`config.mk`:
```
export PLATFORM = sky130hd
export DESIGN_NAME = q22_10_fixed_point_alu_flat
export DESIGN_NICKNAME = d
export VERILOG_FILES = /design/src/rtl/core/q22alu_pkg.sv /design/src/rtl/core/q22alu_if.sv /design/src/rtl/core/q22alu_div.sv /design/src/rtl/core/q22alu_dp.sv /design/src/rtl/core/q22alu_ctrl.sv /design/src/rtl/core/q22_10_fixed_point_alu.sv /design/src/flat_wrapper.sv
export SDC_FILE = /design/constraint.sdc
export NUM_CORES = 2
export LEC_CHECK = 0
export ABC_CLOCK_PERIOD_IN_PS = 10610
export BUFFER_PORTS_ARGS = -buffer_cell sky130_fd_sc_hd__buf_2
export CAP_MARGIN = 25
export CORE_MARGIN = 1.5
export CORE_UTILIZATION = 57
export DETAILED_ROUTE_END_ITERATION = 7
export GPL_TIMING_DRIVEN = 0
export PLACE_DENSITY = 0.77
export RECOVER_POWER = 50
export SKIP_CTS_REPAIR_TIMING = 1
export SYNTH_ARGS = -nofsm -noshare
export SYNTH_HDL_FRONTEND = slang
export SYNTH_SLANG_ARGS = --single-unit
```
`constraint.sdc`:
```
create_clock -name clock -period 10.61 [get_ports clock]
set_input_delay 0.5305 -clock clock [delete_from_list [all_inputs] [get_ports clock]]
set_output_delay 0.5305 -clock clock [all_outputs]
set_load 0.01 [all_outputs]
```
`src/rtl/core/q22alu_pkg.sv`:
```
// Shared constants, codes and types for the Q22.10 fixed-point ALU.
// No dependencies; compiled first.
package q22alu_pkg;

   localparam int DATA_W       = 32;
   localparam int MODE_W       = 3;
   localparam int STAT_W       = 3;
   localparam int MAX_ITER_DEF = 32;

   // operation codes
   localparam logic [MODE_W-1:0] MODE_ADD  = 3'd0;
   localparam logic [MODE_W-1:0] MODE_SUB  = 3'd1;
   localparam logic [MODE_W-1:0] MODE_MUL  = 3'd2;
   localparam logic [MODE_W-1:0] MODE_DIV  = 3'd3;
   localparam logic [MODE_W-1:0] MODE_NEG  = 3'd4;
   localparam logic [MODE_W-1:0] MODE_SQRT = 3'd5;
   localparam logic [MODE_W-1:0] MODE_TOF  = 3'd6;
   localparam logic [MODE_W-1:0] MODE_FRF  = 3'd7;

   // status codes
   localparam logic [STAT_W-1:0] ST_OK      = 3'd0;
   localparam logic [STAT_W-1:0] ST_DIV0    = 3'd1;
   localparam logic [STAT_W-1:0] ST_SAT     = 3'd2;
   localparam logic [STAT_W-1:0] ST_NEGROOT = 3'd3;
   localparam logic [STAT_W-1:0] ST_ITER    = 3'd4;

   // datapath commands
   typedef logic [3:0] cmd_code_type;
   localparam cmd_code_type CMD_NONE      = 4'd0;
   localparam cmd_code_type CMD_LOAD      = 4'd1;
   localparam cmd_code_type CMD_EXEC      = 4'd2;
   localparam cmd_code_type CMD_MUL       = 4'd3;
   localparam cmd_code_type CMD_MUL_FIN   = 4'd4;
   localparam cmd_code_type CMD_DIV_START = 4'd5;
   localparam cmd_code_type CMD_DIV_FIN   = 4'd6;
   localparam cmd_code_type CMD_SQ_INIT   = 4'd7;
   localparam cmd_code_type CMD_SQ_STEP   = 4'd8;
   localparam cmd_code_type CMD_SQ_UPD    = 4'd9;
   localparam cmd_code_type CMD_SQ_END    = 4'd10;
   localparam cmd_code_type CMD_TOF_INIT  = 4'd11;
   localparam cmd_code_type CMD_TOF_SHIFT = 4'd12;
   localparam cmd_code_type CMD_TOF_FIN   = 4'd13;

   typedef struct packed {
      cmd_code_type code;
      logic         publish;
   } dp_cmd_type;

   typedef struct packed {
      logic [MODE_W-1:0] mode;
      logic              div_done;
      logic              div_dz;
      logic              est_eq_old;
      logic              a_neg;
      logic              a_zero;
      logic              norm_done;
   } dp_stat_type;

   typedef struct packed {
      logic done;
      logic dz;
   } div_stat_type;

endpackage

```
`src/rtl/core/q22alu_if.sv`:
```
// Valid/ready channel interfaces for request and response transfers.
// Depends on q22alu_pkg for field widths.
interface q22alu_req_if;
   logic                                    valid;
   logic                                    ready;
   logic        [q22alu_pkg::MODE_W-1:0]    mode;
   logic signed [q22alu_pkg::DATA_W-1:0]    operand_a;
   logic signed [q22alu_pkg::DATA_W-1:0]    operand_b;
   modport source (output valid, mode, operand_a, operand_b, input ready);
   modport sink   (input valid, mode, operand_a, operand_b, output ready);
endinterface

interface q22alu_rsp_if;
   logic                                    valid;
   logic                                    ready;
   logic signed [q22alu_pkg::DATA_W-1:0]    result;
   logic        [q22alu_pkg::STAT_W-1:0]    status;
   modport source (output valid, result, status, input ready);
   modport sink   (input valid, result, status, output ready);
endinterface

```
`src/rtl/core/q22alu_div.sv`:
```
// Bit-serial signed divider: (a / (b >>> 5)) << 5, truncating toward zero.
// Depends on q22alu_pkg.
module q22alu_div (
   input  logic                                 clock,
   input  logic                                 reset,
   input  logic                                 start,
   input  logic signed [q22alu_pkg::DATA_W-1:0] dividend,
   input  logic signed [q22alu_pkg::DATA_W-1:0] divisor,
   output q22alu_pkg::div_stat_type             stat,
   output logic        [q22alu_pkg::DATA_W-1:0] quot_fx
);
   import q22alu_pkg::*;

   logic signed [DATA_W-1:0] d_full;
   logic        [DATA_W-1:0] d_abs, a_abs, q_signed;
   logic        [28:0]       diff;
   logic        [26:0]       rem_ff, rem_in, dmag_ff, dmag_in;
   logic        [31:0]       quo_ff, quo_in;
   logic        [5:0]        cnt_ff, cnt_in;
   logic                     neg_ff, neg_in, done_ff, done_in, dz_ff, dz_in;

   always_comb begin
      d_full  = divisor >>> 5;
      d_abs   = d_full[DATA_W-1] ? (~d_full + 1'b1) : d_full;
      a_abs   = dividend[DATA_W-1] ? (~dividend + 1'b1) : dividend;
      diff    = {1'b0, rem_ff, quo_ff[31]} - {2'b0, dmag_ff};
      rem_in  = rem_ff;
      quo_in  = quo_ff;
      dmag_in = dmag_ff;
      neg_in  = neg_ff;
      cnt_in  = cnt_ff;
      dz_in   = dz_ff;
      done_in = 1'b0;
      if (start) begin
         rem_in  = '0;
         quo_in  = a_abs;
         dmag_in = d_abs[26:0];
         neg_in  = dividend[DATA_W-1] ^ d_full[DATA_W-1];
         dz_in   = (d_full == '0);
         if (d_full == '0) begin
            done_in = 1'b1;
            cnt_in  = '0;
         end else begin
            cnt_in  = 6'd32;
         end
      end else if (cnt_ff != '0) begin
         if (!diff[28]) begin
            rem_in = diff[26:0];
         end else begin
            rem_in = {rem_ff[25:0], quo_ff[31]};
         end
         quo_in  = {quo_ff[30:0], ~diff[28]};
         cnt_in  = cnt_ff - 6'd1;
         done_in = (cnt_ff == 6'd1);
      end
   end

   always_ff @(posedge clock) begin
      if (reset) begin
         cnt_ff  <= '0;
         done_ff <= 1'b0;
         dz_ff   <= 1'b0;
      end else begin
         cnt_ff  <= cnt_in;
         done_ff <= done_in;
         dz_ff   <= dz_in;
      end
      rem_ff  <= rem_in;
      quo_ff  <= quo_in;
      dmag_ff <= dmag_in;
      neg_ff  <= neg_in;
   end

   assign q_signed  = neg_ff ? (~quo_ff + 1'b1) : quo_ff;
   assign quot_fx   = {q_signed[26:0], 5'b0};
   assign stat.done = done_ff;
   assign stat.dz   = dz_ff;

   a_done_once: assert property (@(posedge clock) disable iff (reset)
      done_ff |=> !done_ff)
      else $error("divider done held for two cycles");
   a_start_idle: assert property (@(posedge clock) disable iff (reset)
      start |-> cnt_ff == '0)
      else $error("divider started while busy");
   a_dz_fast: assert property (@(posedge clock) disable iff (reset)
      start && (d_full == '0) |=> done_ff && dz_ff)
      else $error("zero divisor not reported next cycle");

endmodule

```
`src/rtl/core/q22alu_dp.sv`:
```
// Datapath: operand registers, multiplier, divider, normaliser, result registers.
// Depends on q22alu_pkg and q22alu_div.
module q22alu_dp (
   input  logic                                 clock,
   input  logic                                 reset,
   input  q22alu_pkg::dp_cmd_type               cmd,
   input  logic        [q22alu_pkg::MODE_W-1:0] in_mode,
   input  logic signed [q22alu_pkg::DATA_W-1:0] in_a,
   input  logic signed [q22alu_pkg::DATA_W-1:0] in_b,
   output q22alu_pkg::dp_stat_type              stat,
   output logic signed [q22alu_pkg::DATA_W-1:0] out_result,
   output logic        [q22alu_pkg::STAT_W-1:0] out_status
);
   import q22alu_pkg::*;

   logic        [MODE_W-1:0]   mode_ff, mode_in;
   logic signed [DATA_W-1:0]   a_ff, a_in, b_ff, b_in, est_ff, est_in, old_ff, old_in;
   logic signed [2*DATA_W-1:0] prod_ff, prod_in;
   logic        [DATA_W-1:0]   mag_ff, mag_in, res_ff, res_in, ores_ff, ores_in;
   logic        [4:0]          pos_ff, pos_in;
   logic        [STAT_W-1:0]   st_ff, st_in, ost_ff, ost_in;

   div_stat_type              dstat;
   logic                      div_start;
   logic signed [DATA_W-1:0]  div_den, sum, qs;
   logic        [DATA_W-1:0]  div_q, nxt, exec_res, ff_res;
   logic        [STAT_W-1:0]  exec_st, ff_st;
   logic        [7:0]         e, sh;
   logic        [23:0]        mant;
   logic        [32:0]        up, lim;

   assign div_start = (cmd.code == CMD_DIV_START) || (cmd.code == CMD_SQ_STEP);
   assign div_den   = (cmd.code == CMD_SQ_STEP) ? est_ff : b_ff;

   q22alu_div u_div (
      .clock    (clock),
      .reset    (reset),
      .start    (div_start),
      .dividend (a_ff),
      .divisor  (div_den),
      .stat     (dstat),
      .quot_fx  (div_q)
   );

   // from_float conversion
   always_comb begin
      e     = a_ff[30:23];
      mant  = {1'b1, a_ff[22:0]};
      ff_res = '0;
      ff_st  = ST_OK;
      sh    = '0;
      up    = '0;
      lim   = a_ff[31] ? 33'h080000000 : 33'h07FFFFFFF;
      if (e == 8'd0 || e == 8'd255) begin
         ff_res = '0;
      end else if (e >= 8'd140) begin
         sh = e - 8'd140;
         up = {9'b0, mant} << sh[3:0];
         if (sh > 8'd8 || up > lim) begin
            ff_st  = ST_SAT;
            ff_res = a_ff[31] ? 32'h80000000 : 32'h7FFFFFFF;
         end else begin
            ff_res = a_ff[31] ? (~up[31:0] + 1'b1) : up[31:0];
         end
      end else begin
         sh = 8'd140 - e;
         if (sh >= 8'd32) begin
            ff_res = '0;
         end else begin
            up[31:0] = {8'b0, mant} >> sh[4:0];
            ff_res   = a_ff[31] ? (~up[31:0] + 1'b1) : up[31:0];
         end
      end
   end

   // operations finished by the EXEC command
   always_comb begin
      exec_st = ST_OK;
      unique case (mode_ff)
         MODE_ADD:  exec_res = a_ff + b_ff;
         MODE_SUB:  exec_res = a_ff - b_ff;
         MODE_NEG:  exec_res = '0 - a_ff;
         MODE_SQRT: begin
            exec_res = '0;
            exec_st  = ST_NEGROOT;
         end
         MODE_FRF: begin
            exec_res = ff_res;
            exec_st  = ff_st;
         end
         default:   exec_res = '0;
      endcase
   end

   // est + a/est, then halve it: divide by 64 toward zero, then shift left by 5
   always_comb begin
      sum = est_ff + div_q;
      qs  = (sum + (sum[DATA_W-1] ? 32'sd63 : 32'sd0)) >>> 6;
      nxt = {qs[26:0], 5'b0};
   end

   always_comb begin
      mode_in = mode_ff;
      a_in    = a_ff;
      b_in    = b_ff;
      prod_in = prod_ff;
      est_in  = est_ff;
      old_in  = old_ff;
      mag_in  = mag_ff;
      pos_in  = pos_ff;
      res_in  = res_ff;
      st_in   = st_ff;
      ores_in = ores_ff;
      ost_in  = ost_ff;
      unique case (cmd.code)
         CMD_LOAD: begin
            mode_in = in_mode;
            a_in    = in_a;
            b_in    = in_b;
         end
         CMD_EXEC: begin
            res_in = exec_res;
            st_in  = exec_st;
         end
         CMD_MUL:     prod_in = a_ff * b_ff;
         CMD_MUL_FIN: begin
            res_in = prod_ff[41:10];
            st_in  = ST_OK;
         end
         CMD_DIV_FIN: begin
            res_in = dstat.dz ? '0 : div_q;
            st_in  = dstat.dz ? ST_DIV0 : ST_OK;
         end
         CMD_SQ_INIT: begin
            est_in = a_ff >>> 1;
            old_in = '0;
         end
         CMD_SQ_STEP: old_in = est_ff;
         CMD_SQ_UPD:  est_in = nxt;
         CMD_SQ_END: begin
            res_in = est_ff;
            st_in  = (est_ff == old_ff) ? ST_OK : ST_ITER;
         end
         CMD_TOF_INIT: begin
            mag_in = a_ff[DATA_W-1] ? (~a_ff + 1'b1) : a_ff;
            pos_in = 5'd31;
         end
         CMD_TOF_SHIFT: begin
            mag_in = {mag_ff[30:0], 1'b0};
            pos_in = pos_ff - 5'd1;
         end
         CMD_TOF_FIN: begin
            res_in = {a_ff[DATA_W-1], {3'b0, pos_ff} + 8'd117, mag_ff[30:8]};
            st_in  = ST_OK;
         end
         default: ;
      endcase
      if (cmd.publish) begin
         ores_in = res_ff;
         ost_in  = st_ff;
      end
   end

   always_ff @(posedge clock) begin
      mode_ff <= mode_in;
      a_ff    <= a_in;
      b_ff    <= b_in;
      prod_ff <= prod_in;
      est_ff  <= est_in;
      old_ff  <= old_in;
      mag_ff  <= mag_in;
      pos_ff  <= pos_in;
      res_ff  <= res_in;
      st_ff   <= st_in;
      ores_ff <= ores_in;
      ost_ff  <= ost_in;
   end

   assign stat.mode       = mode_ff;
   assign stat.div_done   = dstat.done;
   assign stat.div_dz     = dstat.dz;
   assign stat.est_eq_old = (est_ff == old_ff);
   assign stat.a_neg      = a_ff[DATA_W-1];
   assign stat.a_zero     = (a_ff == '0);
   assign stat.norm_done  = mag_ff[31] || (pos_ff == '0);
   assign out_result      = ores_ff;
   assign out_status      = ost_ff;

endmodule

```
`src/rtl/core/q22alu_ctrl.sv`:
```
// Controller state machine sequencing the datapath and owning both handshakes.
// Depends on q22alu_pkg.
module q22alu_ctrl #(
   parameter int MAX_ITER = q22alu_pkg::MAX_ITER_DEF
) (
   input  logic                    clock,
   input  logic                    reset,
   input  logic                    req_valid,
   output logic                    req_ready,
   output logic                    rsp_valid,
   input  logic                    rsp_ready,
   input  q22alu_pkg::dp_stat_type stat,
   output q22alu_pkg::dp_cmd_type  cmd
);
   import q22alu_pkg::*;

   localparam int ITER_W = $clog2(MAX_ITER + 1);
   localparam logic [ITER_W-1:0] ITER_LAST = ITER_W'(MAX_ITER);

   localparam logic [3:0] S_IDLE  = 4'd0;
   localparam logic [3:0] S_DISP  = 4'd1;
   localparam logic [3:0] S_MULF  = 4'd2;
   localparam logic [3:0] S_DIVW  = 4'd3;
   localparam logic [3:0] S_NORM  = 4'd4;
   localparam logic [3:0] S_SQCHK = 4'd5;
   localparam logic [3:0] S_SQW   = 4'd6;
   localparam logic [3:0] S_DONE  = 4'd7;

   logic [3:0]        state_ff, state_in;
   logic [ITER_W-1:0] iter_ff, iter_in;
   logic              ovalid_ff, ovalid_in;
   logic              slot_free, accept;

   assign req_ready = (state_ff == S_IDLE);
   assign accept    = req_valid && req_ready;
   assign slot_free = !ovalid_ff || rsp_ready;

   always_comb begin
      state_in    = state_ff;
      iter_in     = iter_ff;
      cmd.code    = CMD_NONE;
      cmd.publish = 1'b0;
      unique case (state_ff)
         S_IDLE: begin
            if (accept) begin
               cmd.code = CMD_LOAD;
               state_in = S_DISP;
            end
         end
         S_DISP: begin
            unique case (stat.mode)
               MODE_MUL: begin
                  cmd.code = CMD_MUL;
                  state_in = S_MULF;
               end
               MODE_DIV: begin
                  cmd.code = CMD_DIV_START;
                  state_in = S_DIVW;
               end
               MODE_SQRT: begin
                  if (stat.a_neg) begin
                     cmd.code = CMD_EXEC;
                     state_in = S_DONE;
                  end else begin
                     cmd.code = CMD_SQ_INIT;
                     iter_in  = '0;
                     state_in = S_SQCHK;
                  end
               end
               MODE_TOF: begin
                  if (stat.a_zero) begin
                     cmd.code = CMD_EXEC;
                     state_in = S_DONE;
                  end else begin
                     cmd.code = CMD_TOF_INIT;
                     state_in = S_NORM;
                  end
               end
               default: begin
                  cmd.code = CMD_EXEC;
                  state_in = S_DONE;
               end
            endcase
         end
         S_MULF: begin
            cmd.code = CMD_MUL_FIN;
            state_in = S_DONE;
         end
         S_DIVW: begin
            if (stat.div_done) begin
               cmd.code = CMD_DIV_FIN;
               state_in = S_DONE;
            end
         end
         S_NORM: begin
            if (stat.norm_done) begin
               cmd.code = CMD_TOF_FIN;
               state_in = S_DONE;
            end else begin
               cmd.code = CMD_TOF_SHIFT;
            end
         end
         S_SQCHK: begin
            if (iter_ff == ITER_LAST || stat.est_eq_old) begin
               cmd.code = CMD_SQ_END;
               state_in = S_DONE;
            end else begin
               cmd.code = CMD_SQ_STEP;
               iter_in  = iter_ff + 1'b1;
               state_in = S_SQW;
            end
         end
         S_SQW: begin
            if (stat.div_done) begin
               // a zero divisor ends the root with the fault result
               cmd.code = stat.div_dz ? CMD_DIV_FIN : CMD_SQ_UPD;
               state_in = stat.div_dz ? S_DONE : S_SQCHK;
            end
         end
         S_DONE: begin
            if (slot_free) begin
               cmd.publish = 1'b1;
               state_in    = S_IDLE;
            end
         end
         default: state_in = S_IDLE;
      endcase
   end

   always_comb begin
      ovalid_in = ovalid_ff;
      if (cmd.publish) begin
         ovalid_in = 1'b1;
      end else if (rsp_ready) begin
         ovalid_in = 1'b0;
      end
   end

   always_ff @(posedge clock) begin
      if (reset) begin
         state_ff  <= S_IDLE;
         iter_ff   <= '0;
         ovalid_ff <= 1'b0;
      end else begin
         state_ff  <= state_in;
         iter_ff   <= iter_in;
         ovalid_ff <= ovalid_in;
      end
   end

   assign rsp_valid = ovalid_ff;

   a_iter_bound: assert property (@(posedge clock) disable iff (reset)
      iter_ff <= ITER_LAST)
      else $error("root iteration count beyond limit");
   a_publish: assert property (@(posedge clock) disable iff (reset)
      state_ff == S_DONE && slot_free |=> ovalid_ff && state_ff == S_IDLE)
      else $error("finished result not placed in output register");
   a_accept: assert property (@(posedge clock) disable iff (reset)
      accept |=> state_ff == S_DISP)
      else $error("accepted request not dispatched");

endmodule

```
`src/rtl/core/q22_10_fixed_point_alu.sv`:
```
// Top level of the Q22.10 fixed-point ALU: controller plus datapath.
// Depends on q22alu_pkg, q22alu_if, q22alu_ctrl, q22alu_dp.
//
//   channel   | dir | payload                          | handshake
//   req_chan  | in  | mode, operand_a, operand_b       | valid/ready
//   rsp_chan  | out | result, status                   | valid/ready
//
// One request at a time. add/sub/neg/from_float finish with one EXEC command,
// mul with a multiply then a scaling step, div in the 32-step bit-serial divider,
// to_float with one normalising shift per cycle, sqrt in up to MAX_ITER rounds.
// Synchronous active-high reset clears control only. A stalled response holds
// in the output register; the next request is taken meanwhile.
module q22_10_fixed_point_alu #(
   parameter int MAX_ITER = q22alu_pkg::MAX_ITER_DEF
) (
   input logic          clock,
   input logic          reset,
   q22alu_req_if.sink   req_chan,
   q22alu_rsp_if.source rsp_chan
);
   import q22alu_pkg::*;

   dp_cmd_type  cmd;
   dp_stat_type stat;

   q22alu_ctrl #(
      .MAX_ITER (MAX_ITER)
   ) u_ctrl (
      .clock     (clock),
      .reset     (reset),
      .req_valid (req_chan.valid),
      .req_ready (req_chan.ready),
      .rsp_valid (rsp_chan.valid),
      .rsp_ready (rsp_chan.ready),
      .stat      (stat),
      .cmd       (cmd)
   );

   q22alu_dp u_dp (
      .clock      (clock),
      .reset      (reset),
      .cmd        (cmd),
      .in_mode    (req_chan.mode),
      .in_a       (req_chan.operand_a),
      .in_b       (req_chan.operand_b),
      .stat       (stat),
      .out_result (rsp_chan.result),
      .out_status (rsp_chan.status)
   );

endmodule
```
`src/flat_wrapper.sv`:
```
// flat-port wrapper written by rule: the top's interface ports become plain ports
module q22_10_fixed_point_alu_flat import q22alu_pkg::*;
#(
   parameter int MAX_ITER = q22alu_pkg::MAX_ITER_DEF
)
  (clock, reset, req_chan_valid, req_chan_mode, req_chan_operand_a, req_chan_operand_b, req_chan_ready, rsp_chan_valid, rsp_chan_result, rsp_chan_status, rsp_chan_ready);
  q22alu_req_if req_chan_i ();
  q22alu_rsp_if rsp_chan_i ();
  input logic clock;
  input logic reset;
  input wire logic [$bits(req_chan_i.valid)-1:0] req_chan_valid;
  input wire logic [$bits(req_chan_i.mode)-1:0] req_chan_mode;
  input wire logic [$bits(req_chan_i.operand_a)-1:0] req_chan_operand_a;
  input wire logic [$bits(req_chan_i.operand_b)-1:0] req_chan_operand_b;
  output wire logic [$bits(req_chan_i.ready)-1:0] req_chan_ready;
  output wire logic [$bits(rsp_chan_i.valid)-1:0] rsp_chan_valid;
  output wire logic [$bits(rsp_chan_i.result)-1:0] rsp_chan_result;
  output wire logic [$bits(rsp_chan_i.status)-1:0] rsp_chan_status;
  input wire logic [$bits(rsp_chan_i.ready)-1:0] rsp_chan_ready;
  assign req_chan_i.valid = req_chan_valid;
  assign req_chan_i.mode = req_chan_mode;
  assign req_chan_i.operand_a = req_chan_operand_a;
  assign req_chan_i.operand_b = req_chan_operand_b;
  assign req_chan_ready = req_chan_i.ready;
  assign rsp_chan_valid = rsp_chan_i.valid;
  assign rsp_chan_result = rsp_chan_i.result;
  assign rsp_chan_status = rsp_chan_i.status;
  assign rsp_chan_i.ready = rsp_chan_ready;
  q22_10_fixed_point_alu #(.MAX_ITER(MAX_ITER)) u_core (.clock(clock), .reset(reset), .req_chan(req_chan_i), .rsp_chan(rsp_chan_i));
endmodule
```
==> results by group <==
Worst setup path
  – Crit path max-delay cell type: sky130_fd_sc_hd__buf_1
  – Worst path most repeated cell: sky130_fd_sc_hd__fa_1
  – Nature of the critical path startpoint: register
  – Crit Path Class: register to register
  – FF-to-FF Start: u_core.u_dp.a_ff[10]$_DFFE_PN_
  – Maximum fanout encountered on the critical timing path: 10
  – Worst setup EP type: register
  – End of the worst register-to-register path: u_core.u_dp.prod_ff[41]$_DFFE_PN_
  – Data arrival time at the worst-slack endpoint: between 10 and 15 ns
  – Setup slack of the worst register-to-register path: -0.45 ns
  – R2r worst-path depth: 28
  – Required time of the critical path: about 11 ns
  – Slowest Stage Delay on Critical Path: slightly below 1 ns

STA
  – Unrepaired setup endpoints after global routing: yes
  – Worst relative slew slack: -98.91%
  – Pins over their slew limit: about 140
  – Final number of setup-violating endpoints: 7
  – Transition at the pin with the smallest max-transition slack: around 3.0 ns
  – Period Utilization, post-route: 104.2%
  – Hold Slack: between 0.07 and 0.08 ns
  – Final critical-path required period: 11.06 ns
  – Max Freq: ~0.090 GHz
  – Final worst setup slack: -0.4487 ns
  – Hold violation total from the final report: 0
  – Worst clock skew on the final layout: 0.03450 ns

Route
  – Drt pass-1 iters: 8
  – ANT nets after route: 0
  – DRC violation count after routing: 25
  – Routed wire per std cell: roughly 32 um
  – Routed wire length: approximately 230 mm
  – Total number of vias: 48,772
  – Number of DRC violations after detailed-routing iteration 0: about 7,300
  – Per-cell via count in the routed design: about 6.6

Final layout
  – Number of nets in the layout: around 7,000
  – Post-Route Utilization: 62.21%
  – Most common cell after layout, fill and taps aside: sky130_fd_sc_hd__inv_1
  – Highest-count cells in the layout ignoring fill and taps: 800 x sky130_fd_sc_hd__inv_1, 697 x sky130_fd_sc_hd__fa_1, 590 x sky130_fd_sc_hd__nand2_1, 538 x sky130_fd_sc_hd__and2_1, 362 x sky130_fd_sc_hd__clkbuf_1
  – Post-Layout Cell Count: between 7,000 and 8,000
  – Area Growth Syn to Fin: 7.821%
  – Share of post-route cells with drive strength above 1: under 10%

Global route
  – Global-route wire length before repair: between 300 and 400 mm
  – Total congestion overflow: 0
  – Largest net degree at the start of global routing: 46
  – Number of global-route vias before repair: around 48,000
  – Number of antenna violations at the first check in global routing: 29
  – Aggregate global-route resource usage: 48.20%

Placed design
  – Post-placement cell count: between 7,000 and 8,000
  – Port bufs: roughly 110
  – RePlAce Congestion: approximately 1.1
  – Estimated wirelength of the detail-placed design: 190.3 mm

Floorplanning
  – Number of top-level pins: between 100 and 150
  – Die Outline Area: 96,610 um^2
  – Die height: 310.8 um
  – Floorplan Core Area: approximately 94,000 um^2
  – Chip width: just over 300 um
  – Initial core utilization: ~58%
  – Number of rows created at floorplan: about 110

Yosys
  – Ys async rst share: 0%
  – Area of the mapped netlist: 54,010 um^2
  – Number of nets in the synthesized netlist: around 7,000
  – Post-Synthesis Mean Instance Area: 9.142 um^2
  – Total of flip-flops plus latches after synthesis: ~370
  – Number of synthesized flops with an enable pin: ~330
  – Number of cells produced by synthesis: 5,908
  – Number of distinct library cell variants in the gate-level netlist after synthesis: about 110
  – Synth warn: 0
  – Sequential element share of the synthesized area: between 10% and 20%
  – Ys flop type: sky130_fd_sc_hd__edfxtp_1

Min path
  – Cell count of the worst hold path: 1
  – Hold WC Path Type: input pin to register
  – Endpoint of the worst hold-timing path: u_core.u_dp.a_ff[12]$_DFFE_PN_
  – Beginning of the worst hold path: req_chan_operand_a[12]

Clock network
  – Root buf cell: sky130_fd_sc_hd__clkbuf_16
  – Clock-pin transition on the worst setup and hold timing paths: about 0.06 ns
  – Clk sinks: 373
  – Total clock buffers created by CTS: between 40 and 50
  – H-tree levels: 2
  – Skew-Pair Late Insertion Delay: ~0.62 ns
  – Maximum clock insertion buffer count: 3
  – Clock tree from TritonCTS: built

Outcome
  – Failing checks: DRC, capacitance limit, slew limit, setup timing
  – Status: finished, violations left

Flow run
  – Max-cap violations: 6
[worst max-delay path: cells and delay by family (launching register included)]
| kind | cells | cell delay [ns] |
|---|---|---|
| flops | 1 | 0.48 |
| xor+xnor | 1 | 0.32 |
| compound gates | 9 | 2.95 |
| fa+ha+maj | 9 | 3.86 |
| simple gates | 2 | 0.40 |
| buf+inv | 7 | 2.72 |
[per-stage QoR]
| step | cell area, um^2 | setup WS [ns] | setup TNS, ns |
|---|---|---|---|
| finish | 58240 | -0.4487 | -1.136 |
| global route | 58170 | -0.1502 | -0.1502 |
| CTS | 58090 | -1.438 | -10.40 |
| detailed placement | 56760 | -1.419 | -10.07 |
| global placement | 56120 | -1.600 | -11.67 |
| floorplan | 54010 | 1.944 | 0 |
[worst max path at each step]
stage,from,to,slack (ns)
2_1_floorplan,u_core.u_dp.a_ff[24]$_DFFE_PN_,u_core.u_dp.prod_ff[41]$_DFFE_PN_,1.94
6_report,u_core.u_dp.a_ff[10]$_DFFE_PN_,u_core.u_dp.prod_ff[41]$_DFFE_PN_,-0.45
4_1_cts,u_core.u_dp.a_ff[25]$_DFFE_PN_,u_core.u_dp.prod_ff[41]$_DFFE_PN_,-1.44
3_5_place_dp,u_core.u_dp.a_ff[25]$_DFFE_PN_,u_core.u_dp.prod_ff[41]$_DFFE_PN_,-1.42
5_1_grt,u_core.u_dp.a_ff[31]$_DFFE_PN_,u_core.u_dp.prod_ff[41]$_DFFE_PN_,-0.15
3_3_place_gp,u_core.u_dp.a_ff[25]$_DFFE_PN_,u_core.u_dp.prod_ff[41]$_DFFE_PN_,-1.60
[cell type report]
type	count	area [um^2]
Fill cell	8143	35370
Inverter	808	3033
Buffer	366	1460
Clock buffer	49	1109
Sequential cell	373	10750
Clock inverter	27	219.0
Antenna cell	26	65.06
Timing Repair Buffer	166	1186
Multi-Input combinational cell	4359	38840
Tap cell	1254	1569
[cells by family (layout without fill, tap and decap cells)]
family / count (synthesis) / after routing / synth area share, %
compound gates: 969 / 969 / 11.51
xor+xnor: 374 / 374 / 6.106
fa+ha+maj: 994 / 994 / 32.71
buf+inv: 1176 / 1416 / 8.293
flops: 373 / 373 / 19.90
mux: 137 / 137 / 3.730
other cells: 0 / 26 / 0
simple gates: 1885 / 1885 / 17.75
[metal layers]
layer	track usage, %	up-vias	routed length [um]
met3	19.92	1090	35390
met2	66.96	3996	93350
met4	36.78	24	22920
met1	59.52	23739	82170
met5	0	-	215
li1	-	19923	-
[flip-flops by register name (all words and copies together), names as in the netlist, 5 cells and up]
register                   flops
u_core.u_dp.u_div.cnt_ff       6
u_core.u_dp.res_ff            32
u_core.u_dp.old_ff            31
u_core.u_dp.out_result        32
u_core.u_dp.prod_ff           32
u_core.u_dp.pos_ff             5
u_core.u_dp.est_ff            31
u_core.u_dp.u_div.rem_ff      27
u_core.u_dp.a_ff              32
u_core.u_dp.b_ff              32
u_core.u_dp.u_div.dmag_ff     27
u_core.u_ctrl.iter_ff          6
u_core.u_dp.mag_ff            32
u_core.u_dp.u_div.quo_ff      32
[Yosys cell counts (51+ instances only)]
library cell | instances | share of area [%]
sky130_fd_sc_hd__inv_1 | 800 | 5.6
sky130_fd_sc_hd__fa_1 | 697 | 26
sky130_fd_sc_hd__nand2_1 | 593 | 4.1
sky130_fd_sc_hd__and2_1 | 541 | 6.3
sky130_fd_sc_hd__edfxtp_1 | 328 | 18
sky130_fd_sc_hd__clkbuf_1 | 322 | 2.2
sky130_fd_sc_hd__nor2_1 | 305 | 2.1
sky130_fd_sc_hd__ha_1 | 297 | 6.9
sky130_fd_sc_hd__a21oi_1 | 274 | 2.5
sky130_fd_sc_hd__o21ai_0 | 245 | 2.3
sky130_fd_sc_hd__xnor2_1 | 235 | 3.8
sky130_fd_sc_hd__xor2_1 | 137 | 2.2
sky130_fd_sc_hd__nor3_1 | 79 | 0.73
sky130_fd_sc_hd__nand3_1 | 58 | 0.54
sky130_fd_sc_hd__a21o_1 | 52 | 0.72
sky130_fd_sc_hd__mux2i_1 | 51 | 0.95
Power is not shown: default switching activity piles up to over one toggle a cycle in this logic, so the estimate is an artifact.
